[config.mk]
export PLATFORM = sky130hd
export DESIGN_NAME = tlh_ctrl
export DESIGN_NICKNAME = d
export VERILOG_FILES = /design/src/hdl/tlh_pkg.sv /design/src/hdl/tlh_ctrl.sv
export SDC_FILE = /design/constraint.sdc
export NUM_CORES = 1
export LEC_CHECK = 0
export BUFFER_PORTS_ARGS = -buffer_cell sky130_fd_sc_hd__buf_2
export CORE_AREA = 4 4 41 43
export CTS_CLUSTER_SIZE = 30
export DETAILED_ROUTE_END_ITERATION = 10
export DIE_AREA = 0 0 45 47
export PLACE_DENSITY = 0.59
export SYNTH_ARGS = -nofsm -noshare
export SYNTH_HDL_FRONTEND = slang
export SYNTH_SLANG_ARGS = --single-unit
export TNS_END_PERCENT = 30
[constraint.sdc]
create_clock -name clk -period 3 [get_ports clk]
set_input_delay 0.75 -clock clk [delete_from_list [all_inputs] [get_ports clk]]
set_output_delay 0.75 -clock clk [all_outputs]
set_load 0.01 [all_outputs]
[src/hdl/tlh_pkg.sv]
// Shared constants, codes, types and helpers for the latency histogram block.
package tlh_pkg;

  // Field and store sizes
  localparam int TICK_W  = 64;
  localparam int CNT_W   = 32;
  localparam int VB_W    = 7;
  localparam int PER_W   = 24;
  localparam int BUCKETS = 32;
  localparam int BKT_W   = $clog2(BUCKETS);
  localparam int PROD_W  = TICK_W / 2 + PER_W;
  localparam int SEEN_W  = CNT_W + 2;
  localparam int CFG_IDX_W = 1;

  // Request codes
  localparam logic [1:0] FN_ADD   = 2'd0;
  localparam logic [1:0] FN_QUERY = 2'd1;
  localparam logic [1:0] FN_CLEAR = 2'd2;

  // Result status codes
  localparam logic [1:0] ST_REC    = 2'd0;
  localparam logic [1:0] ST_UNAV   = 2'd1;
  localparam logic [1:0] ST_QUERY  = 2'd2;
  localparam logic [1:0] ST_CLEARD = 2'd3;

  // Configuration register indexes
  localparam logic [CFG_IDX_W-1:0] CFG_VALID_BITS = 1'd0;
  localparam logic [CFG_IDX_W-1:0] CFG_PERIOD     = 1'd1;

  // Configuration reset values
  localparam logic [VB_W-1:0]  VB_RESET  = 7'd64;
  localparam logic [PER_W-1:0] PER_RESET = 24'd65536;

  typedef enum logic [3:0] {
    S_IDLE,
    S_DIFF,
    S_MUL_LO,
    S_MUL_HI,
    S_SCALE,
    S_LOG,
    S_READ,
    S_UPDATE,
    S_QRD,
    S_QACC,
    S_DONE
  } state_t;

  // Commands from the controller to the datapath
  typedef struct packed {
    logic in_ready;
    logic diff;
    logic mul_lo;
    logic mul_hi;
    logic scale;
    logic log_b;
    logic bkt_rd;
    logic bkt_upd;
    logic drop;
    logic clear;
    logic q_init;
    logic q_rd;
    logic q_acc;
    logic res_load;
  } tlh_cmd_t;

  // Status from the datapath to the controller
  typedef struct packed {
    logic       in_valid;
    logic [1:0] func;
    logic       pair_ok;
    logic       count_zero;
    logic       median_hit;
    logic       walk_last;
    logic       out_full;
  } tlh_sts_t;

  // Floor log2 bucket, values below two in bucket 0, clamped to the top bucket
  function automatic logic [BKT_W-1:0] bucket_of(input logic [TICK_W-1:0] ns);
    logic [VB_W-1:0] b;
    b = '0;
    for (int i = 1; i < TICK_W; i++) begin
      if (ns[i]) begin
        b = VB_W'(i);
      end
    end
    if (b > VB_W'(BUCKETS - 1)) begin
      b = VB_W'(BUCKETS - 1);
    end
    return b[BKT_W-1:0];
  endfunction

endpackage

[src/hdl/tlh_ctrl.sv]
// Controller state machine sequencing add, query and clear requests.
module tlh_ctrl (
  input  logic              clk,
  input  logic              rst_n,
  input  tlh_pkg::tlh_sts_t sts,
  output tlh_pkg::tlh_cmd_t cmd
);
  import tlh_pkg::*;

  state_t state_r;
  state_t state_nxt;

  // State register
  always_ff @(posedge clk) begin
    if (!rst_n) begin
      state_r <= S_IDLE;
    end else begin
      state_r <= state_nxt;
    end
  end

  // Next state and commands
  always_comb begin
    state_nxt = state_r;
    cmd       = '0;
    unique case (state_r)
      S_IDLE: begin
        cmd.in_ready = 1'b1;
        if (sts.in_valid) begin
          state_nxt = S_DIFF;
        end
      end
      S_DIFF: begin
        cmd.diff = 1'b1;
        priority if (sts.func == FN_ADD) begin
          if (sts.pair_ok) begin
            state_nxt = S_MUL_LO;
          end else begin
            cmd.drop  = 1'b1;
            state_nxt = S_DONE;
          end
        end else if (sts.func == FN_CLEAR) begin
          cmd.clear = 1'b1;
          state_nxt = S_DONE;
        end else begin
          cmd.q_init = 1'b1;
          state_nxt  = sts.count_zero ? S_DONE : S_QRD;
        end
      end
      S_MUL_LO: begin
        cmd.mul_lo = 1'b1;
        state_nxt  = S_MUL_HI;
      end
      S_MUL_HI: begin
        cmd.mul_hi = 1'b1;
        state_nxt  = S_SCALE;
      end
      S_SCALE: begin
        cmd.scale = 1'b1;
        state_nxt = S_LOG;
      end
      S_LOG: begin
        cmd.log_b = 1'b1;
        state_nxt = S_READ;
      end
      S_READ: begin
        cmd.bkt_rd = 1'b1;
        state_nxt  = S_UPDATE;
      end
      S_UPDATE: begin
        cmd.bkt_upd = 1'b1;
        state_nxt   = S_DONE;
      end
      S_QRD: begin
        cmd.q_rd  = 1'b1;
        state_nxt = S_QACC;
      end
      S_QACC: begin
        cmd.q_acc = 1'b1;
        state_nxt = (sts.median_hit || sts.walk_last) ? S_DONE : S_QRD;
      end
      S_DONE: begin
        // Hold until the output register is free
        if (!sts.out_full) begin
          cmd.res_load = 1'b1;
          state_nxt    = S_IDLE;
        end
      end
      default: begin
        state_nxt = S_IDLE;
      end
    endcase
  end

endmodule

==> run summary <==
24 I/O pins were placed. The worst min-delay path startpoint is state_r[3]. Detailed placement ended at an HPWL of 796 um. Dividing the detail-routed wire length by the instance count gives 11.4 um. The internal cell power is 0.162 mW. The maximum number of buffers from clock root to sink was 2; the cell count after synthesis was 53. Area overhead of the layout relative to synthesis: 34.5%.

For the end-of-flow core utilization, the log shows 0.393. The gate family responsible for the most delay along the worst path was flip-flops. For the clock power share, the log shows 0.247.

The total power density per cell area came out at 555 nW/um2. The run gives 0 ps as the setup total negative slack. Among all stages on the critical path, the largest delay is contributed by sky130_fd_sc_hd__dfxtp_1. For this design the total switching power over the nets is 0.122 mW. In this run, synthesis produced a sequential element count of 4.

The headroom to the max-slew limit came out at 0.649. The critical path goes through nand2b_1 > nor2_1 > buf_2. The routed via count divided by cell count works out to 4.93.

The placed instances occupy a cell area of 489 um2. 0 antenna diodes ended up in the layout. After global routing the overflow that remains totals 0. The final setup violation count was 0; the worst stage delay on the critical path was 640 ps. The worst-case IR drop observed on VDD is 259 uV. The cell area that synthesis handed to floorplanning was 380 um2. The first global-routing pass estimated 1.71 mm of wire. After detailed routing, the number of remaining DRC violations is 0. The number of nets in the synthesized netlist is 63. The first-pass iteration count of the detailed router was 3; the cell count of the worst hold path was 1.

The area of the die is 2120 um2, and the net switching share of the total power is 0.428. Aggregate global-route resource usage: 0.113. The part of the total power dissipated in sequential elements is 0.362. The worst setup path is of the flip-flop to primary output kind.

In the final layout, the registers with the most flip-flops are state_r (4). The share of the clock period used by the worst path after layout is 0.731. After clock tree synthesis, the clock-pin slew on the worst setup and hold paths is 40 ps. The die is 45 um wide. CTS saw 4 sinks. The final layout contains routed wiring with a total length of 1.03 mm.

From bottom edge to top edge, the die measures 47 um. Max-cap violations in this run came to 0. STA classifies the critical path startpoint as a flip-flop. Final antenna-violating net count: 0.

The run finished with clean final reports. The initial antenna violation count was 0; the total of buffers placed on input and output ports was 23. Setup repair after global routing left no endpoint under its margin. Number of warning messages in the yosys log: 0. The cell sitting at the root of the clock tree is a sky130_fd_sc_hd__clkbuf_4. The tools report the total count of max-transition violations in the final report as 0. After the first detailed-routing iteration, the DRC count stood at 5. Achievable clock frequency: 456 MHz. Proportion of power drawn by combinational gates: 0.391. Entering global routing, the biggest net connects 17 pins. The total of cells resized after clock tree synthesis came out at 0. The fraction of final layout cells with drive strength greater than 1 was 0.413. Endpoint of the worst hold path: state_r[2]. The worst path in the final design needs a cycle of 2190 ps, including I/O delays and setup. The worst setup path is captured at a primary output.

TritonCTS created 3 clock buffers. For the worst setup path, the data arrival time is 1440 ps. The number of failing hold endpoints at the final stage is 0, and the mean instance size in the synthesized netlist is 7.18 um2. Buffers inserted during post-CTS setup optimization: 0.

Count of buffering cells on the critical path with inverters included: 1. TritonCTS built the clock tree. The register with the most flip-flops in the layout has 4 of them. Summing all non-filler instances in the final layout gives an area of 512 um2. In this run the core area contains 13 standard-cell rows. The worst register-to-register path has a setup slack of 1620 ps.

The worst register-to-register path ends at state_r[3]. The hold-fix buffer count after cts is 0, and the worst endpoint required time is 2250 ps. The share of synthesized area occupied by flip-flops and latches was 0.211. The worst hold path belongs to the class flip-flop to flip-flop. The register ranked first by flip-flop count is state_r. For the final database, setup skew stands at 3.66 ps.

The number of cells on the worst reg-to-reg path is 4, and the clock latency reported for the late side of the worst-skew pair is 240 ps. The H-tree level count was 1. The maximum fanout along the worst path is 16.

The detailed router placed 444 vias in this run. Routability-driven placement finished with a final weighted congestion of 0.719. The region available for standard cell placement spans 1300 um2. The startpoint identified for the worst register-to-register timing path is state_r[1]. The via count of the first global-routing pass was 409; the initial core utilization was 0.292.

The layout net count was 87. The count of distinct cell types in the synthesized netlist was 26; the slew at the pin with the worst max-slew slack was 525 ps. On the final layout, the worst hold slack is 723 ps. Summed over all cells, the static leakage comes to 0.247 nW.
==> final cells by class <==
cell class	count	area, um2
Fill cell	156	790
Multi-Input combinational cell	42	264
Timing Repair Buffer	23	115
Sequential cell	4	80.1
Clock buffer	3	22.5
Tap cell	15	18.8
Inverter	3	11.3
==> cells in the mapped netlist <==
cell,instances,area (um2)
sky130_fd_sc_hd__nor2_1,9,33.8
sky130_fd_sc_hd__dfxtp_1,4,80.1
sky130_fd_sc_hd__nor3_1,4,20.0
sky130_fd_sc_hd__inv_1,3,11.3
sky130_fd_sc_hd__nand2_1,3,11.3
sky130_fd_sc_hd__nand2b_1,3,18.8
sky130_fd_sc_hd__nor4_1,3,18.8
sky130_fd_sc_hd__a21oi_1,2,10.0
sky130_fd_sc_hd__buf_2,2,10.0
sky130_fd_sc_hd__buf_4,2,15.0
sky130_fd_sc_hd__nor3b_2,2,25.0
sky130_fd_sc_hd__o21ai_1,2,10.0
sky130_fd_sc_hd__a31oi_1,1,6.26
sky130_fd_sc_hd__and2b_1,1,7.51
sky130_fd_sc_hd__and3_1,1,6.26
sky130_fd_sc_hd__nand3_1,1,5.00
sky130_fd_sc_hd__nand3b_1,1,7.51
sky130_fd_sc_hd__nand4_1,1,6.26
sky130_fd_sc_hd__nand4b_1,1,8.76
sky130_fd_sc_hd__nor3_2,1,10.0
sky130_fd_sc_hd__nor4_2,1,12.5
sky130_fd_sc_hd__nor4b_1,1,8.76
sky130_fd_sc_hd__nor4b_2,1,15.0
sky130_fd_sc_hd__o21ai_0,1,5.00
sky130_fd_sc_hd__o31a_1,1,8.76
sky130_fd_sc_hd__xor2_1,1,8.76
==> metrics by stage <==
step | std cells | setup WS [ps] | power [mW]
6_report | 90 | 808 | 0.284
5_1_grt | 90 | 701 | 0.309
3_3_place_gp | 87 | 973 | 0.215
2_1_floorplan | 53 | 1150 | 0.182
3_5_place_dp | 87 | 962 | 0.216
4_1_cts | 90 | 792 | 0.289
==> worst max path at each step <==
stage	startpoint	end	slack, ps	cells past startpoint
floorplan	sts[6]	cmd[5]	1150	1
global placement	sts[5]	cmd[5]	970	3
detailed placement	sts[5]	cmd[5]	960	3
CTS	state_r[0]	cmd[4]	790	4
global route	state_r[0]	cmd[5]	700	4
finish	state_r[1]	cmd[6]	810	3
==> cell families after synthesis <==
| kind of cell | share of synthesized area |
|---|---|
| and+or+nand+nor | 0.566 |
| AOI/OAI and AO/OA | 0.105 |
| buffers and inverters | 0.0954 |
| DFF | 0.211 |
| xor gates and xnor gates | 0.0230 |
==> metal layers <==
metal / vias up / GRT usage / wire length (um) / part of all wire
met5: - / 0 / 0 / 0
li1: 231 / - / - / -
met1: 196 / 0.147 / 496 / 0.48
met2: 15 / 0.158 / 448 / 0.44
met3: 2 / 0.0268 / 67 / 0.065
met4: 0 / 0.0877 / 14 / 0.014
==> layout by cell type, fill, tap and decap left out, types with 2 or more instances in the layout <==
cell type / n
sky130_fd_sc_hd__a21oi_1: 2
sky130_fd_sc_hd__o21ai_1: 2
sky130_fd_sc_hd__nor2_1: 9
sky130_fd_sc_hd__dfxtp_1: 4
sky130_fd_sc_hd__inv_1: 3
sky130_fd_sc_hd__nor3_1: 4
sky130_fd_sc_hd__nor3b_2: 2
sky130_fd_sc_hd__buf_2: 23
sky130_fd_sc_hd__nor4_1: 3
sky130_fd_sc_hd__nand2_1: 3
sky130_fd_sc_hd__clkbuf_4: 3
sky130_fd_sc_hd__nand2b_1: 3
==> power by group through the flow <==
stage               logic, mW  clock network, mW  registers, mW
finish                  0.111             0.0702          0.103
global route            0.126             0.0771          0.106
CTS                     0.113             0.0735          0.102
detailed placement      0.113                  0          0.103
global placement        0.111                  0          0.104
floorplan               0.106                  0         0.0759
Power figures use the tool's default switching activity.
